$ cat config.mk
export PLATFORM = sky130hd
export DESIGN_NAME = blkfp_queue
export DESIGN_NICKNAME = d
export VERILOG_FILES = /design/src/design/blkfp_pkg.sv /design/src/design/blkfp_queue.sv
export SDC_FILE = /design/constraint.sdc
export NUM_CORES = 1
export LEC_CHECK = 0
export ABC_AREA = 0
export BUFFER_PORTS_ARGS = -buffer_cell sky130_fd_sc_hd__buf_4
export CAP_MARGIN = 20
export CORE_ASPECT_RATIO = 0.7
export CORE_UTILIZATION = 35
export CTS_CLUSTER_SIZE = 14
export DETAILED_ROUTE_END_ITERATION = 12
export SLEW_MARGIN = 20
export SYNTH_ARGS = -nofsm -noshare
export SYNTH_HDL_FRONTEND = slang
export SYNTH_SLANG_ARGS = --single-unit
$ cat constraint.sdc
create_clock -name aclk -period 7.85 [get_ports aclk]
set_input_delay 0 -clock aclk [delete_from_list [all_inputs] [get_ports aclk]]
set_output_delay 0 -clock aclk [all_outputs]
set_load 0.05 [all_outputs]
$ cat src/design/blkfp_pkg.sv
package blkfp_pkg;

    localparam int BLOCK_BYTES     = 4096;
    localparam int CHUNK_BYTES     = 512;
    localparam int CHUNKS_IN_BLOCK = 8;
    localparam int MAX_BLOCKS      = 1024;

    localparam int BLOCK_SHIFT = $clog2(BLOCK_BYTES);
    localparam int CHUNK_SHIFT = $clog2(CHUNK_BYTES);

    localparam int POS_W    = 23;
    localparam int TE_W     = 11;
    localparam int ADDR_W   = 10;
    localparam int HASH_W   = 32;
    localparam int FIRST_W  = 13;
    localparam int CNT_W    = 4;
    localparam int MARK_W   = 14;
    localparam int CFG_IDX_W  = 8;
    localparam int CFG_DATA_W = 32;

    // block number and chunk math widths
    localparam int BLK_W    = POS_W - BLOCK_SHIFT;
    localparam int FULLC_W  = BLK_W + BLOCK_SHIFT - CHUNK_SHIFT;
    localparam int BLOCKS_W = BLK_W + 1;
    localparam int CHUNKS_W = POS_W - CHUNK_SHIFT + 1;

    localparam logic [HASH_W-1:0] FNV_BASIS = 32'h811C_9DC5;
    localparam logic [HASH_W-1:0] FNV_PRIME = 32'h0100_0193;

    localparam logic [1:0] OP_WRITE = 2'd0;
    localparam logic [1:0] OP_BYTE  = 2'd1;
    localparam logic [1:0] OP_READ  = 2'd2;

    localparam logic [CFG_IDX_W-1:0] CFG_CARD_SIZE     = 8'd0;
    localparam logic [CFG_IDX_W-1:0] CFG_TABLE_ENTRIES = 8'd1;

    localparam logic KIND_BLOCK = 1'b0;
    localparam logic KIND_READ  = 1'b1;

    typedef enum logic [1:0] {
        CMD_WRITE,
        CMD_READ,
        CMD_BLOCK
    } cmd_kind_t;

    typedef struct packed {
        logic [1:0]        op;
        logic [ADDR_W-1:0] entry_index;
        logic [HASH_W-1:0] entry_value;
        logic [7:0]        card_byte;
    } in_item_t;

    typedef struct packed {
        logic               kind;
        logic [ADDR_W-1:0]  block_index;
        logic [HASH_W-1:0]  block_hash;
        logic               changed;
        logic [FIRST_W-1:0] first_chunk;
        logic [CNT_W-1:0]   chunk_count;
        logic [MARK_W-1:0]  marked_total;
        logic               final_res;
        logic               status;
        logic [HASH_W-1:0]  stored_value;
    } out_item_t;

    // one command from the front to the back
    typedef struct packed {
        cmd_kind_t          kind;
        logic [ADDR_W-1:0]  addr;
        logic [HASH_W-1:0]  data;
        logic [FIRST_W-1:0] first_chunk;
        logic [CNT_W-1:0]   cnt;
        logic               last;
        logic               too_big;
    } cmd_t;

endpackage

$ cat src/design/blkfp_queue.sv
module blkfp_queue #(
    parameter int DEPTH = 4
) (
    input  logic             aclk,
    input  logic             aresetn,
    input  logic             push_valid,
    input  blkfp_pkg::cmd_t  push_cmd,
    output logic             full,
    output logic             pop_avail,
    input  logic             pop,
    output blkfp_pkg::cmd_t  pop_cmd
);
    import blkfp_pkg::*;

    localparam int PTR_W = (DEPTH > 1) ? $clog2(DEPTH) : 1;
    localparam int CNT_QW = $clog2(DEPTH + 1);

    cmd_t              entries [DEPTH];
    logic [PTR_W-1:0]  wr_ptr_reg, wr_ptr_next;
    logic [PTR_W-1:0]  rd_ptr_reg, rd_ptr_next;
    logic [CNT_QW-1:0] count_reg, count_next;
    logic              do_push;
    logic              do_pop;

    assign full      = (count_reg == CNT_QW'(DEPTH));
    assign pop_avail = (count_reg != '0);
    assign do_push   = push_valid && !full;
    assign do_pop    = pop && pop_avail;
    assign pop_cmd   = entries[rd_ptr_reg];

    always_comb begin
        wr_ptr_next = wr_ptr_reg;
        rd_ptr_next = rd_ptr_reg;
        count_next  = count_reg;
        if (do_push) begin
            wr_ptr_next = (wr_ptr_reg == PTR_W'(DEPTH - 1)) ? '0 : wr_ptr_reg + PTR_W'(1);
        end
        if (do_pop) begin
            rd_ptr_next = (rd_ptr_reg == PTR_W'(DEPTH - 1)) ? '0 : rd_ptr_reg + PTR_W'(1);
        end
        if (do_push && !do_pop) begin
            count_next = count_reg + CNT_QW'(1);
        end else if (do_pop && !do_push) begin
            count_next = count_reg - CNT_QW'(1);
        end
    end

    always_ff @(posedge aclk) begin
        if (!aresetn) begin
            wr_ptr_reg <= '0;
            rd_ptr_reg <= '0;
            count_reg  <= '0;
        end else begin
            wr_ptr_reg <= wr_ptr_next;
            rd_ptr_reg <= rd_ptr_next;
            count_reg  <= count_next;
        end
    end

    always_ff @(posedge aclk) begin
        if (do_push) begin
            entries[wr_ptr_reg] <= push_cmd;
        end
    end

endmodule

==> summary.md <==
| Metric | Value |
|---|---|
| Cells after synthesis | `between 300 and 400` |
| Global-route usage over all layers | `a little over an eighth` |
| Worst-path maximum fanout | `31` |
| Non-Filler Instances | `between 900 and 1000` |
| DR WL met2 | `slightly below 9000 um` |
| Delay-heaviest family, CP | `buffers and inverters` |
| Routed wire length | `18060 um` |
| Synth area leaders | `edfxtp_1 (78%), mux4_2 (14%), dfxtp_1 (1.9%), buf_12 (1.2%), mux4_1 (0.82%)` |
| First-pass GRT wire length | `~28000 um` |
| CTS root buf | `clkbuf_16` |
| Power, Total | `about 4.4 mW` |
| Top-count cell post-synth | `edfxtp_1` |
| CP max stage cell | `mux4_1` |
| CP arrival | `2.68 ns` |
| Hold Crit Class | `in2reg` |
| Cells after DPL | `860` |
| PortBufs | `around 130` |
| Outcome | `finished clean` |
| Vias after detailed routing | `between 4000 and 5000` |
| Skew final | `just under 0.01 ns` |
| Starting Density | `a little over a third` |
| Final period util | `34.09%` |
| Area of the multi-input gates | `1722 um2` |
| Synthesis-to-finish area growth | `29.15%` |
| I/O pin total | `between 100 and 150` |
| Critical path launch point type | `register` |
| CTS buffer count | `26` |
| Fill cell count | `2247` |
| Core area | `about 27000 um2` |
| Final instance area | `around 12000 um2` |
| Pre-Repair DR Iteration Count | `4` |
| R2r setup slk | `approximately 5.4 ns` |
| Vias in the first global route | `approximately 5000` |
| M1 wire length | `just under 8000 um` |
| GPL Wtd Cong | `a little under 0.7` |
| Most frequent CP cell | `buf_4` |
| Met3 wire length | `between 1000 and 1500 um` |
| Final Hold Vio Count | `0` |
| Post-layout minimum cycle time | `around 2.7 ns` |
| Power per standard cell area | `350.4 nW/um2` |
| Post-synth top area share | `78.46%` |
| DP HPWL | `approximately 9700 um` |
| Initial DRC count | `between 150 and 200` |
| Placed cell areas | `around 11000 um2` |
| H-tree levels | `1` |
| Max-slew violation count | `0` |
| Synth unique cells | `24` |
| Worst Path Buf+Inv | `3` |
| Yosys Warn Count | `0` |
| Syn_area_per_cell | `approximately 25 um2` |
| Slew @ Worst Pin | `approximately 1.0 ns` |
| Top Layer Used | `met4` |
| Antenna Violating Nets Remaining | `0` |
| Postcts setup bufs | `0` |
| Commonest cells in the netlist | `edfxtp_1 (252), mux4_2 (60), dfxtp_1 (9)` |
| Die height | `140.9 um` |
| Worst slew margin | `30.42%` |
| RSZ-0062 raised after global routing | `false` |
| Fmax | `~0.37 GHz` |
| Clock Tree Buf Depth | `3` |
| Residual DRC count | `0` |
| Final net count | `approximately 670` |
| Worst-Skew Late Latency | `around 0.53 ns` |
| Largest net degree at the start of global routing | `64` |
| Clk sinks | `roughly 260` |
| Worst-path clk slew | `roughly 0.060 ns` |
| Max FFs per register | `~250` |
| Crit-path cells | `buf_4, buf_16, mux4_1, buf_4` |
| Initial antenna violation count | `0` |
| Register area share after synthesis | `about 80%` |
| Seq. cell area | `slightly below 8000 um2` |
| Maxcap violations | `0` |
| Setup violators final | `0` |
| Netlist Area Pre-Place | `9644 um2` |
| Worst endpoint required time | `approximately 7.9 ns` |
| Grt total ovfl | `0` |
| Wire per inst | `18.60 um` |
| Setup TNS | `0 ns` |
| Lkg Pwr | `between 4 and 5 nW` |
| FFs w/ async S/R, synth | `0%` |
| CP Class | `reg2out` |
| Top_reg_cell synth | `edfxtp_1` |
| Synthesized net count | `454` |
| Number of synthesized flops with an enable pin | `about 250` |
| CP endpoint kind | `primary output` |
| Vias per cell | `~4.7` |
| Peak VDD IR | `approximately 270 uV` |
| Die footprint | `28230 um2` |
| Diodes inserted | `0` |
| Flop and latch count out of synthesis | `roughly 260` |
| Critical path's largest stage delay | `roughly 0.60 ns` |
| Die W | `between 200 and 250 um` |
| Layout cells sized above 1 | `between 30% and 40%` |
| Row cnt | `50` |
| Synth area leader | `edfxtp_1` |
| CTS tree | `yes` |
## layer usage
metal | track usage, % | vias to the layer above
li1 | - | 2035
met1 | 16.19 | 2321
met2 | 22.26 | 129
met3 | 4.092 | 33
met4 | 3.214 | 0
met5 | 0 | -
## through the flow
stage	hold WS [ns]	worst slack, ns	utilization (%)
after floorplan	0.09887	5.032	-
after global placement	0.1976	5.473	40.65
after detailed placement	0.2022	5.339	40.65
after CTS	0.1799	4.865	46.20
after global routing	0.1908	4.969	46.30
final	0.2143	5.174	46.30
## power by group
part	switching [mW]	total, mW	internal [mW]
Sequential	0.0803	1.78	1.70
Clock	0.498	1.22	0.720
Combinational	0.867	1.36	0.498
Total	1.44	4.36	2.92
## cell usage in the layout, fill, tap and decap left out, drive strengths merged
master	n
mux4	63
nor2	2
xnor2	1
mux2i	3
nor3b	1
or3	2
clkinvlp	1
clkbuf	30
o21ai	3
buf	133
ha	6
dlygate4sd3	66
clkinv	10
and2	5
o31ai	1
fa	1
dfxtp	9
xor2	1
inv	3
nor2b	2
nand2	6
a21boi	1
nand3	2
bufinv	3
edfxtp	252
## final cells by class
type,count,area share (%)
inverters,3,0.09041
multi-input cells,100,13.82
flip-flops and latches,261,62.26
repair buffers,199,13.48
well taps,364,3.656
clock inverters,14,1.175
clock buffers,30,5.515
## logic make-up after synthesis
family | after synthesis | share of synthesized area, %
AO/OA/AOI/OAI | 5 | 0.3114
multiplexers | 66 | 15.14
adder cells (fa/ha/maj) | 7 | 0.9860
XOR/XNOR | 2 | 0.1817
buffers and inverters | 19 | 1.920
flip-flops | 261 | 80.33
AND/OR/NAND/NOR | 20 | 1.129
## path summary, 6_finish.rpt
path                       from             end  cells past startpoint
hold reg to reg   rd_ptr_reg[1]        register                      2
setup / recovery       register     pop_cmd[53]                      4
setup reg to reg   count_reg[0]    count_reg[2]                      8
hold / removal     push_cmd[38]  entries[1][38]                      2
## timing repair
action                    in CTS  in global routing
hold endpoints to repair     261                  0
gates resized for setup        0                  0
hold buffers                  66                  0
(Power assumes the default switching activity.)
