File: config.mk
export PLATFORM = sky130hd
export DESIGN_NAME = blkfp_front
export DESIGN_NICKNAME = d
export VERILOG_FILES = /design/src/design/blkfp_pkg.sv /design/src/design/blkfp_front.sv
export SDC_FILE = /design/constraint.sdc
export NUM_CORES = 1
export LEC_CHECK = 0
export ABC_CLOCK_PERIOD_IN_PS = 8600
export BUFFER_PORTS_ARGS = -buffer_cell sky130_fd_sc_hd__buf_2
export CAP_MARGIN = 20
export CORE_MARGIN = 2
export CORE_UTILIZATION = 61
export CTS_CLUSTER_DIAMETER = 120
export DETAILED_ROUTE_END_ITERATION = 7
export GPL_ROUTABILITY_DRIVEN = 0
export PLACE_DENSITY = 0.88
export SLEW_MARGIN = 10
export SYNTH_ARGS = -nofsm -noshare
export SYNTH_HDL_FRONTEND = slang
export SYNTH_SLANG_ARGS = --single-unit
File: constraint.sdc
create_clock -name aclk -period 8.6 [get_ports aclk]
set_input_delay 0.86 -clock aclk [delete_from_list [all_inputs] [get_ports aclk]]
set_output_delay 0.86 -clock aclk [all_outputs]
set_load 0.03 [all_outputs]
File: src/design/blkfp_pkg.sv
package blkfp_pkg;

    localparam int BLOCK_BYTES     = 4096;
    localparam int CHUNK_BYTES     = 512;
    localparam int CHUNKS_IN_BLOCK = 8;
    localparam int MAX_BLOCKS      = 1024;

    localparam int BLOCK_SHIFT = $clog2(BLOCK_BYTES);
    localparam int CHUNK_SHIFT = $clog2(CHUNK_BYTES);

    localparam int POS_W    = 23;
    localparam int TE_W     = 11;
    localparam int ADDR_W   = 10;
    localparam int HASH_W   = 32;
    localparam int FIRST_W  = 13;
    localparam int CNT_W    = 4;
    localparam int MARK_W   = 14;
    localparam int CFG_IDX_W  = 8;
    localparam int CFG_DATA_W = 32;

    // block number and chunk math widths
    localparam int BLK_W    = POS_W - BLOCK_SHIFT;
    localparam int FULLC_W  = BLK_W + BLOCK_SHIFT - CHUNK_SHIFT;
    localparam int BLOCKS_W = BLK_W + 1;
    localparam int CHUNKS_W = POS_W - CHUNK_SHIFT + 1;

    localparam logic [HASH_W-1:0] FNV_BASIS = 32'h811C_9DC5;
    localparam logic [HASH_W-1:0] FNV_PRIME = 32'h0100_0193;

    localparam logic [1:0] OP_WRITE = 2'd0;
    localparam logic [1:0] OP_BYTE  = 2'd1;
    localparam logic [1:0] OP_READ  = 2'd2;

    localparam logic [CFG_IDX_W-1:0] CFG_CARD_SIZE     = 8'd0;
    localparam logic [CFG_IDX_W-1:0] CFG_TABLE_ENTRIES = 8'd1;

    localparam logic KIND_BLOCK = 1'b0;
    localparam logic KIND_READ  = 1'b1;

    typedef enum logic [1:0] {
        CMD_WRITE,
        CMD_READ,
        CMD_BLOCK
    } cmd_kind_t;

    typedef struct packed {
        logic [1:0]        op;
        logic [ADDR_W-1:0] entry_index;
        logic [HASH_W-1:0] entry_value;
        logic [7:0]        card_byte;
    } in_item_t;

    typedef struct packed {
        logic               kind;
        logic [ADDR_W-1:0]  block_index;
        logic [HASH_W-1:0]  block_hash;
        logic               changed;
        logic [FIRST_W-1:0] first_chunk;
        logic [CNT_W-1:0]   chunk_count;
        logic [MARK_W-1:0]  marked_total;
        logic               final_res;
        logic               status;
        logic [HASH_W-1:0]  stored_value;
    } out_item_t;

    // one command from the front to the back
    typedef struct packed {
        cmd_kind_t          kind;
        logic [ADDR_W-1:0]  addr;
        logic [HASH_W-1:0]  data;
        logic [FIRST_W-1:0] first_chunk;
        logic [CNT_W-1:0]   cnt;
        logic               last;
        logic               too_big;
    } cmd_t;

endpackage

File: src/design/blkfp_front.sv
module blkfp_front (
    input  logic                                aclk,
    input  logic                                aresetn,
    input  logic                                s_valid,
    output logic                                s_ready,
    input  blkfp_pkg::in_item_t                 s_item,
    input  logic                                cfg_valid,
    input  logic [blkfp_pkg::CFG_IDX_W-1:0]     cfg_index,
    input  logic [blkfp_pkg::CFG_DATA_W-1:0]    cfg_data,
    output logic                                push_valid,
    output blkfp_pkg::cmd_t                     push_cmd,
    input  logic                                q_full
);
    import blkfp_pkg::*;

    logic [POS_W-1:0]    card_size_reg, card_size_next;
    logic [TE_W-1:0]     te_reg, te_next;
    logic [HASH_W-1:0]   hash_reg, hash_next;
    logic [POS_W-1:0]    pos_reg, pos_next;

    logic [POS_W-1:0]    size_eff;
    logic [POS_W-1:0]    pos_inc;
    logic [HASH_W-1:0]   hash_mul;
    logic [BLK_W-1:0]    blk;
    logic [FULLC_W-1:0]  first;
    logic [BLOCKS_W-1:0] blocks;
    logic [CHUNKS_W-1:0] chunks;
    logic [CHUNKS_W-1:0] span;
    logic [TE_W-1:0]     eff;
    logic                is_last;
    logic                blk_end;
    logic                too_big;
    logic [CNT_W-1:0]    cnt;
    logic                accept;

    assign s_ready = !q_full;
    assign accept  = s_valid && s_ready;

    assign size_eff = (card_size_reg == '0) ? POS_W'(1) : card_size_reg;
    assign pos_inc  = pos_reg + POS_W'(1);
    assign is_last  = pos_inc >= size_eff;
    assign blk_end  = is_last || (pos_inc[BLOCK_SHIFT-1:0] == '0);

    assign hash_mul = (hash_reg ^ {24'b0, s_item.card_byte}) * FNV_PRIME;

    // block number of the byte being taken
    assign blk    = pos_reg[POS_W-1:BLOCK_SHIFT];
    assign first  = {blk, {(BLOCK_SHIFT-CHUNK_SHIFT){1'b0}}};
    assign blocks = BLOCKS_W'(size_eff[POS_W-1:BLOCK_SHIFT])
                  + BLOCKS_W'(|size_eff[BLOCK_SHIFT-1:0]);
    assign chunks = CHUNKS_W'(size_eff[POS_W-1:CHUNK_SHIFT])
                  + CHUNKS_W'(|size_eff[CHUNK_SHIFT-1:0]);
    assign eff    = (te_reg > TE_W'(MAX_BLOCKS)) ? TE_W'(MAX_BLOCKS) : te_reg;
    assign too_big = (blocks > BLOCKS_W'(eff)) || (BLOCKS_W'(blk) >= BLOCKS_W'(eff));
    assign span   = chunks - CHUNKS_W'(first);

    always_comb begin
        cnt = '0;
        if (CHUNKS_W'(first) < chunks) begin
            if (span > CHUNKS_W'(CHUNKS_IN_BLOCK)) begin
                cnt = CNT_W'(CHUNKS_IN_BLOCK);
            end else begin
                cnt = CNT_W'(span);
            end
        end
    end

    always_comb begin
        push_valid           = 1'b0;
        push_cmd.kind        = CMD_BLOCK;
        push_cmd.addr        = s_item.entry_index;
        push_cmd.data        = s_item.entry_value;
        push_cmd.first_chunk = first[FIRST_W-1:0];
        push_cmd.cnt         = cnt;
        push_cmd.last        = is_last;
        push_cmd.too_big     = too_big;
        case (s_item.op)
            OP_WRITE: begin
                push_valid    = accept;
                push_cmd.kind = CMD_WRITE;
            end
            OP_READ: begin
                push_valid    = accept;
                push_cmd.kind = CMD_READ;
            end
            OP_BYTE: begin
                push_valid    = accept && blk_end;
                push_cmd.addr = blk[ADDR_W-1:0];
                push_cmd.data = hash_mul;
            end
            default: begin
                push_valid = 1'b0;
            end
        endcase
    end

    always_comb begin
        hash_next      = hash_reg;
        pos_next       = pos_reg;
        card_size_next = card_size_reg;
        te_next        = te_reg;
        if (accept && s_item.op == OP_BYTE) begin
            if (blk_end) begin
                hash_next = FNV_BASIS;
                pos_next  = is_last ? '0 : pos_inc;
            end else begin
                hash_next = hash_mul;
                pos_next  = pos_inc;
            end
        end
        if (cfg_valid) begin
            if (cfg_index == CFG_CARD_SIZE) begin
                card_size_next = cfg_data[POS_W-1:0];
            end else if (cfg_index == CFG_TABLE_ENTRIES) begin
                te_next = cfg_data[TE_W-1:0];
            end
        end
    end

    always_ff @(posedge aclk) begin
        if (!aresetn) begin
            hash_reg      <= FNV_BASIS;
            pos_reg       <= '0;
            card_size_reg <= POS_W'(1);
            te_reg        <= TE_W'(MAX_BLOCKS);
        end else begin
            hash_reg      <= hash_next;
            pos_reg       <= pos_next;
            card_size_reg <= card_size_next;
            te_reg        <= te_next;
        end
    end

endmodule

==> impl_metrics.yaml, run 1 <==
run_status:
  status: "complete, no violations"
sta:
  maxClockFrequency_ghz: 0.129
  fin_crit_sh_pct: 90.3
  finalSetupViolCount: 0
  period_minus_slack_ns: 7.77
  fin_setup_tns_ns: 0
  tightest_slew_ns: 0.902
  fin_skew_ns: 0.00996
  rsz0062_at_grt: "false"
  slew_viol_final: 0
  max_slew_margin_pct: 39.8
  hold_violations: 0
placement:
  io_buffers: 149
  place.detailed.hpwl_um: 25800
  dpl-instance-area_um2: 13400
cts:
  clkLatencyLatePin_ns: 0.36
  ctsHtreeMaxLevel: 3
  cts_buffer_depth: 2
  cts_tree: "built"
  postCtsSetupBuffers: 0
  cts_hold_buf: 0
  ctsRootBufferMaster: "clkbuf_16"
  cts_buffers: 9
  clkSinkCount: 89
  cts_resized: 0
  path_clk_slew_ns: 0.06
yosys:
  yosysWarnings: 0
  syn_inst: 1552
  synth_top_flop_cell: "dfxtp_1"
  synth_edf_count: 0
  ys_seq_area_share_pct: 14.2
  ys_types: 67
  yosysTopAreaCellShare_pct: 24.7
  synth.avg_cell_area_um2: 8.06
  yosysTopAreaCell: "ha_1"
  synth_area_leaders: "ha_1 (25%), dfxtp_1 (14%), fa_1 (12%)"
  async_reset_ff_share_pct: 0
  ys_ff_latch: 89
  netlist_area_um2: 12500
global_route:
  grt_usage_pct: 30.6
  grt_pass1_wl_um: 53700
  grt_pass1_vias: 11380
  grt-ovfl-total: 0
  antenna_found_initial: 0
  grt_max_degree: 92
detailed_routing:
  drc: 0
  ant_nets: 0
  routed-via-count: 11100
  vias_per_cell: 5.74
  drt-total-wl_um: 32700
  firstDrtPassIters: 5
  post_drt_wl_per_cell_um: 16.9
  first_iter_violations: 771
final_layout:
  final_cell_mix: "inv_1 (323), ha_1 (247), buf_2 (149), nand2_1 (131), dfxtp_1 (89)"
  design_area_um2: 13700
  syn2layout_area_growth_pct: 9.64
  drive_gt1_share_pct: 11.8
  largest_reg_flops: 32
  final_common_cell: "inv_1"
  fin_nets: 2077
  diodes: 0
  n_fill_cell: 1479
worst_setup_path:
  arrival_ns: 6.91
  cpLargestDelayFamily: "adder cells"
  path_cells: "buf_2 -> xor2_1 -> ha_1 -> ha_1 -> fa_1 -> ha_1 -> inv_1 -> fa_1 -> inv_1 -> ha_1 -> inv_1 -> fa_1 -> inv_1 -> ha_1 -> o21ai_1 -> o21ai_1 -> a41oi_2 -> o21ai_2 -> a211o_1 -> a211o_1 -> a21oi_2 -> xor2_1 -> o21ai_1 -> buf_2"
  crit_path_frequent_cell: "ha_1"
  crit_path_end_kind: "output port"
  timing.critical_path.buf_inv: 6
  path_max_fanout: 6
  cp_num_cells: 24
  critPathLaunchType: "input port"
  slowest_stage: "xor2_1"
  required_ns: 7.74
  cpPeakStageDelay_ns: 0.55
  critical_path_class: "input port to output port"
  ff2ff_path_depth: 22
die:
  dieArea_um2: 21700
  start_util_pct: 62.0
  die_w_um: 147
  std_cell_rows: 52
  pin_count: 162
  core-area_um2: 20200
  dieHeight_um: 147
power_and_ir_drop:
  power_frac_seq_pct: 21.5
  p_comb_share_pct: 53.8
  internal_power_mw: 1.08
  power_mw: 1.92
  p_per_area_nw_per_um2: 140
  switchingPower_uw: 845
  vdd_drop_max_mv: 0.241
  p_leak_nw: 6.92
  sw_frac_of_total_pct: 44.0
  clkPwrFrac_pct: 24.7
run:
  drv_cap: 0
hold_path:
  min-delay-path-class: "flop to flop"
  whs_path_depth: 2
==> through the flow <==
step / cells / worst slack [ns] / util [%] / hold WS, ns
after detailed placement: 1917 / 0.885 / 66.3 / 0.464
final: 1933 / 0.833 / 68.0 / 0.472
after floorplan: 1554 / 1.35 / - / 0.442
after global routing: 1933 / 0.530 / 68.0 / 0.497
after global placement: 1917 / 0.984 / 66.3 / 0.451
after CTS: 1933 / 0.821 / 68.0 / 0.473
==> Yosys cell counts, types with 6 or more instances <==
cell type	instances
a21o_1	16
nand3_1	37
buf_4	15
inv_1	323
dfxtp_1	89
and2_1	18
fa_1	75
o21a_1	8
clkbuf_1	43
ha_1	247
nand2b_1	11
and3_1	12
mux2i_1	34
xnor2_1	64
o211ai_1	6
a31oi_1	6
nor3_1	19
o21bai_1	6
nand2_1	131
o22ai_1	8
o21ai_0	81
nor2b_1	51
o21ai_1	7
nor4_1	13
xor2_1	35
nand4_1	13
buf_2	7
or3_1	9
a21oi_1	52
nor2_1	44
==> final cells by class <==
cell class,count,area (um^2),area share (%)
inverters,324,1220,8.87
clock buffers,9,225,1.64
multi-input cells,1075,9220,67.2
clock inverters,7,118,0.858
repair buffers,159,821,5.98
flip-flops and latches,89,1780,13.0
well taps,270,338,2.46
==> logic make-up after synthesis <==
family          share of synthesized area [%]
compound gates                           12.1
xor+xnor                                 6.93
fa+ha+maj                                36.7
buf+inv                                  12.2
flops                                    14.2
mux                                      3.17
other cells                            0.0300
simple gates                             14.6
==> layer usage <==
| layer | up-vias | global-route usage [%] | wire (um) |
|---|---|---|---|
| met5 | - | 0 | 0 |
| met2 | 531 | 53.3 | 15800 |
| met4 | 0 | 13.8 | 1400 |
| met3 | 129 | 4.50 | 2730 |
| met1 | 5179 | 37.5 | 12800 |
| li1 | 5261 | - | - |
==> path summary, 6_finish.rpt <==
check,startpoint,to,slack (ns)
worst max-delay path,s_item[4],push_cmd[49],0.83
worst min-delay path,hash_reg[5],hash_reg[5],0.47
worst max register to register,hash_reg[4],hash_reg[28],2.36
worst min register to register,hash_reg[5],hash_reg[5],0.47
==> worst min-delay path: stages, from the launching register on <==
cell	delay, ns
dfxtp_1	0.32
nand2_1	0.06
a21boi_1	0.05
==> power by group through the flow <==
| stage | clock, mW | combinational, mW | sequential [mW] |
|---|---|---|---|
| after floorplan | 0 | 0.737 | 0.422 |
| after global placement | 0 | 0.985 | 0.423 |
| after detailed placement | 0 | 1.01 | 0.423 |
| after CTS | 0.476 | 1.02 | 0.413 |
| after global routing | 0.491 | 1.14 | 0.413 |
| final | 0.474 | 1.03 | 0.413 |
(Power assumes the default switching activity.)
==> inputs of run 2 (changes only) <==
- ABC_CLOCK_PERIOD_IN_PS: 8600 -> 10000
- CORE_UTILIZATION: 61 -> 65
- CTS_BUF_LIST: not set -> sky130_fd_sc_hd__clkbuf_4 sky130_fd_sc_hd__clkbuf_8
- PLACE_DENSITY: 0.88 -> 0.92
- clock period: 8.6 -> 10 ns (I/O delays scaled with it)
==> impl_metrics.yaml, run 2 (synthesized netlist as in run 1, its figures left out) <==
run_status:
  status: "complete, no violations"
global_route:
  grt_pass1_vias: 11487
  grt_usage_pct: 33.2
  grt_max_degree: 92
  grtUsageMet1_pct: 39.1
  grt-ovfl-total: 0
  gr-usage-met2_pct: 57.8
  grtUsageMet3_pct: 5.06
  antenna_found_initial: 0
  grt.busiest_layer: "met2"
  grt_pass1_wl_um: 53700
detailed_routing:
  drt-total-wl_um: 33500
  ant_nets: 0
  post_drt_wl_per_cell_um: 17.7
  firstDrtPassIters: 5
  routed-via-count: 11282
  drc: 0
  first_iter_violations: 949
  vias_per_cell: 5.95
worst_setup_path:
  critical_path_class: "input port to output port"
  required_ns: 9.00
  slowest_stage: "xor2_1"
  cpLargestDelayFamily: "adder cells"
  timing.critical_path.buf_inv: 8
  cpPeakStageDelay_ns: 0.65
  path_max_fanout: 6
  arrival_ns: 7.22
  cp_num_cells: 26
  critPathLaunchType: "input port"
  crit_path_frequent_cell: "inv_1"
  crit_path_end_kind: "output port"
  ff2ff_path_depth: 24
sta:
  maxClockFrequency_ghz: 0.122
  fin_skew_ns: 0.0142
  whs_ns: 0.472
  rsz0062_at_grt: "false"
  fin_setup_tns_ns: 0
  setup_slack_ns: 1.78
  hold_violations: 0
  fin_crit_sh_pct: 82.2
  period_minus_slack_ns: 8.22
  finalSetupViolCount: 0
  slew_viol_final: 0
  max_slew_margin_pct: 40.9
  tightest_slew_ns: 0.887
die:
  core-area_um2: 18800
  pin_count: 162
  std_cell_rows: 50
  dieArea_um2: 20400
  dieHeight_um: 143
  die_w_um: 143
  start_util_pct: 66.6
final_layout:
  final_common_cell: "inv_1"
  syn2layout_area_growth_pct: 8.08
  n_fill_cell: 1242
  diodes: 0
  fin_nets: 2075
  drive_gt1_share_pct: 11.7
  final_cell_mix: "inv_1 (323), ha_1 (247), buf_2 (149), nand2_1 (131), dfxtp_1 (89)"
  design_area_um2: 13500
  largest_reg_flops: 32
  final_core_util_pct: 72.0
cts:
  cts_tree: "built"
  ctsHtreeMaxLevel: 3
  ctsRootBufferMaster: "clkbuf_8"
  clkLatencyLatePin_ns: 0.41
  clkSinkCount: 89
  cts_buffers: 9
  path_clk_slew_ns: 0.10
  cts_hold_buf: 0
  postCtsSetupBuffers: 0
  cts_resized: 0
  cts_buffer_depth: 2
hold_path:
  min-delay-path-class: "flop to flop"
  whs_path_depth: 2
placement:
  place.detailed.hpwl_um: 26000
  dp_slack_ns: 1.87
  dpl-instance-area_um2: 13300
  io_buffers: 149
power_and_ir_drop:
  vdd_drop_max_mv: 0.190
  p_per_area_nw_per_um2: 113
  switchingPower_uw: 730
  power_frac_seq_pct: 23.2
  p_comb_share_pct: 58.1
  clkPwrFrac_pct: 18.7
  internal_power_uw: 803
  sw_frac_of_total_pct: 47.6
  p_leak_nw: 6.85
run:
  drv_cap: 0
[run 2: stage by stage]
stage	std cells	power, mW
after global routing	1895	1.64
after CTS	1895	1.52
after global placement	1879	1.20
final	1895	1.53
after floorplan	1554	0.997
after detailed placement	1879	1.23
[run 2: power by group through the flow]
stage | sequential [mW] | clock [mW] | combinational (mW)
floorplan | 0.363 | 0 | 0.634
global placement | 0.364 | 0 | 0.839
detailed placement | 0.364 | 0 | 0.867
CTS | 0.356 | 0.283 | 0.878
global route | 0.356 | 0.298 | 0.984
finish | 0.356 | 0.286 | 0.891
[run 2: final timing paths]
kind	from	end	slack [ns]
hold reg to reg	hash_reg[5]	hash_reg[5]	0.47
setup reg to reg	hash_reg[6]	hash_reg[28]	3.54
setup / recovery	s_item[6]	push_cmd[49]	1.78
hold / removal	hash_reg[5]	hash_reg[5]	0.47
[run 2: worst min-delay path, stage by stage (launching register included)]
cell,delay (ns)
dfxtp_1,0.33
nand2_1,0.06
a21boi_1,0.05
[run 2: per-layer routing]
| metal | up-vias | wire length (um) |
|---|---|---|
| li1 | 5266 | - |
| met1 | 5289 | 12800 |
| met2 | 572 | 16300 |
| met3 | 155 | 2790 |
| met5 | - | 0 |
| met4 | 0 | 1650 |
[run 2: layout make-up]
type                    instances  area (um^2)  share of cell area (%)
multi-input cells            1075         9220                    68.2
flip-flops and latches         89         1780                    13.2
inverters                     324         1220                    9.00
repair buffers                157          806                    5.96
well taps                     234          293                    2.17
clock buffers                  10          131                   0.972
clock inverters                 6         76.3                   0.565
==> inputs of run 3 (changes only) <==
- ABC_CLOCK_PERIOD_IN_PS: 10000 -> 7500
- CORE_UTILIZATION: 65 -> 56
- PLACE_DENSITY: 0.92 -> 0.85
- clock period: 10 -> 7.5 ns (I/O delays scaled with it)
==> impl_metrics.yaml, run 3 (synthesized netlist as in run 1, its figures left out) <==
cts:
  path_clk_slew_ns: 0.10
  clkLatencyLatePin_ns: 0.41
  ctsRootBufferMaster: "clkbuf_8"
  cts_tree: "built"
  ctsHtreeMaxLevel: 3
  postCtsSetupBuffers: 0
  cts_buffer_depth: 2
  clkSinkCount: 89
  cts_buffers: 9
die:
  die_w_um: 153
  pin_count: 162
  dieArea_um2: 23500
  core-area_um2: 21900
  start_util_pct: 57.1
  dieHeight_um: 153
  std_cell_rows: 54
worst_setup_path:
  ff2ff_path_depth: 24
  arrival_ns: 6.47
  cpPeakStageDelay_ns: 0.53
  critPathLaunchType: "input port"
  crit_path_end_kind: "output port"
  critical_path_class: "input port to output port"
  crit_path_frequent_cell: "inv_1"
  timing.critical_path.buf_inv: 8
  required_ns: 6.75
  cpLargestDelayFamily: "adder cells"
  cp_num_cells: 26
  slowest_stage: "fa_1"
  path_max_fanout: 6
sta:
  fin_skew_ns: 0.0151
  fin_crit_sh_pct: 96.3
  tightest_slew_ns: 0.844
  hold_violations: 0
  setup_slack_ns: 0.281
  slew_viol_final: 0
  finalSetupViolCount: 0
  period_minus_slack_ns: 7.22
  max_slew_margin_pct: 43.8
  whs_ns: 0.483
  maxClockFrequency_ghz: 0.139
placement:
  dp_slack_ns: -0.0436
  place.detailed.hpwl_um: 25800
  io_buffers: 149
  place_inst: 1931
  dpl-instance-area_um2: 13400
run:
  drv_cap: 0
final_layout:
  layout.cells.non_filler: 1948
  largest_reg_flops: 32
  final_cell_mix: "inv_1 (323), ha_1 (247), buf_2 (149), nand2_1 (131), dfxtp_1 (88)"
  drive_gt1_share_pct: 12.8
  fin_nets: 2081
  final_common_cell: "inv_1"
  design_area_um2: 13700
  syn2layout_area_growth_pct: 9.90
  n_fill_cell: 1742
global_route:
  grt_max_degree: 92
  grt_pass1_wl_um: 52000
  grt_usage_pct: 27.1
  grt_pass1_vias: 11000
  grt-ovfl-total: 0
  antenna_found_initial: 0
hold_path:
  min-delay-path-class: "flop to flop"
  whs_path_depth: 2
power_and_ir_drop:
  vdd_drop_max_mv: 0.224
  p_leak_nw: 6.90
  power_mw: 2.09
  p_per_area_nw_per_um2: 152
detailed_routing:
  firstDrtPassIters: 6
  first_iter_violations: 813
  post_drt_wl_per_cell_um: 16.6
  routed-via-count: 10855
  vias_per_cell: 5.57
  ant_nets: 0
  drt-total-wl_um: 32200
  drc: 0
run_status:
  status: "complete, no violations"
## run 3: cell types whose count changed in the layout (fill, tap and decap cells not counted), sizes merged
cell      delta
buf          +6
clkinvlp     +1
diode        +1
clkinv       -1
## run 3: through the flow
| step | util (%) | TNS [ns] |
|---|---|---|
| detailed placement | 61.3 | -0.0436 |
| global placement | 61.3 | 0 |
| CTS | 62.3 | 0 |
| floorplan | - | 0 |
| global route | 62.8 | -0.0176 |
| finish | 62.8 | 0 |
## run 3: worst min-delay path: stages, from the launching register on
cell,delay [ns]
dfxtp_1,0.34
nand2_1,0.06
a21boi_1,0.05
## run 3: final cells by class
class / instances / area (um^2) / share of cell area, %
inverters: 324 / 1220 / 8.85
clock inverters: 6 / 75.1 / 0.546
well taps: 280 / 350 / 2.55
repair buffers: 163 / 851 / 6.19
multi-input cells: 1075 / 9340 / 67.9
flip-flops and latches: 89 / 1780 / 13.0
diodes: 1 / 2.50 / 0.0182
clock buffers: 10 / 131 / 0.956
## run 3: path summary, 6_finish.rpt
path	start	slack, ns	to
setup / recovery	s_item[7]	0.28	push_cmd[49]
setup reg to reg	hash_reg[6]	1.47	hash_reg[28]
hold reg to reg	hash_reg[5]	0.48	hash_reg[5]
hold / removal	hash_reg[5]	0.48	hash_reg[5]
## run 3: layer usage
| metal | track usage [%] | up-vias | wire length [um] |
|---|---|---|---|
| met2 | 46.9 | 439 | 15400 |
| met3 | 4.37 | 91 | 2260 |
| met1 | 33.9 | 5069 | 13500 |
| met4 | 10.6 | 0 | 1100 |
| li1 | - | 5256 | - |
| met5 | 0 | - | 0 |
## run 3: timing repair
| item | 4_1_cts | 5_1_grt |
|---|---|---|
| gates resized for setup | 3 | 13 |
| pin swaps | 0 | 1 |
| hold buffers | 0 | 0 |
| setup endpoints to repair | 1 | 5 |
| endpoints found under the hold margin | 0 | 0 |
## run 3: power breakdown
part / switching, mW / internal (mW) / leakage, nW / total [mW]
Combinational: 0.788 / 0.450 / 6.08 / 1.24
Clock: 0.219 / 0.163 / 0.102 / 0.382
Sequential: 0.00126 / 0.473 / 0.717 / 0.474
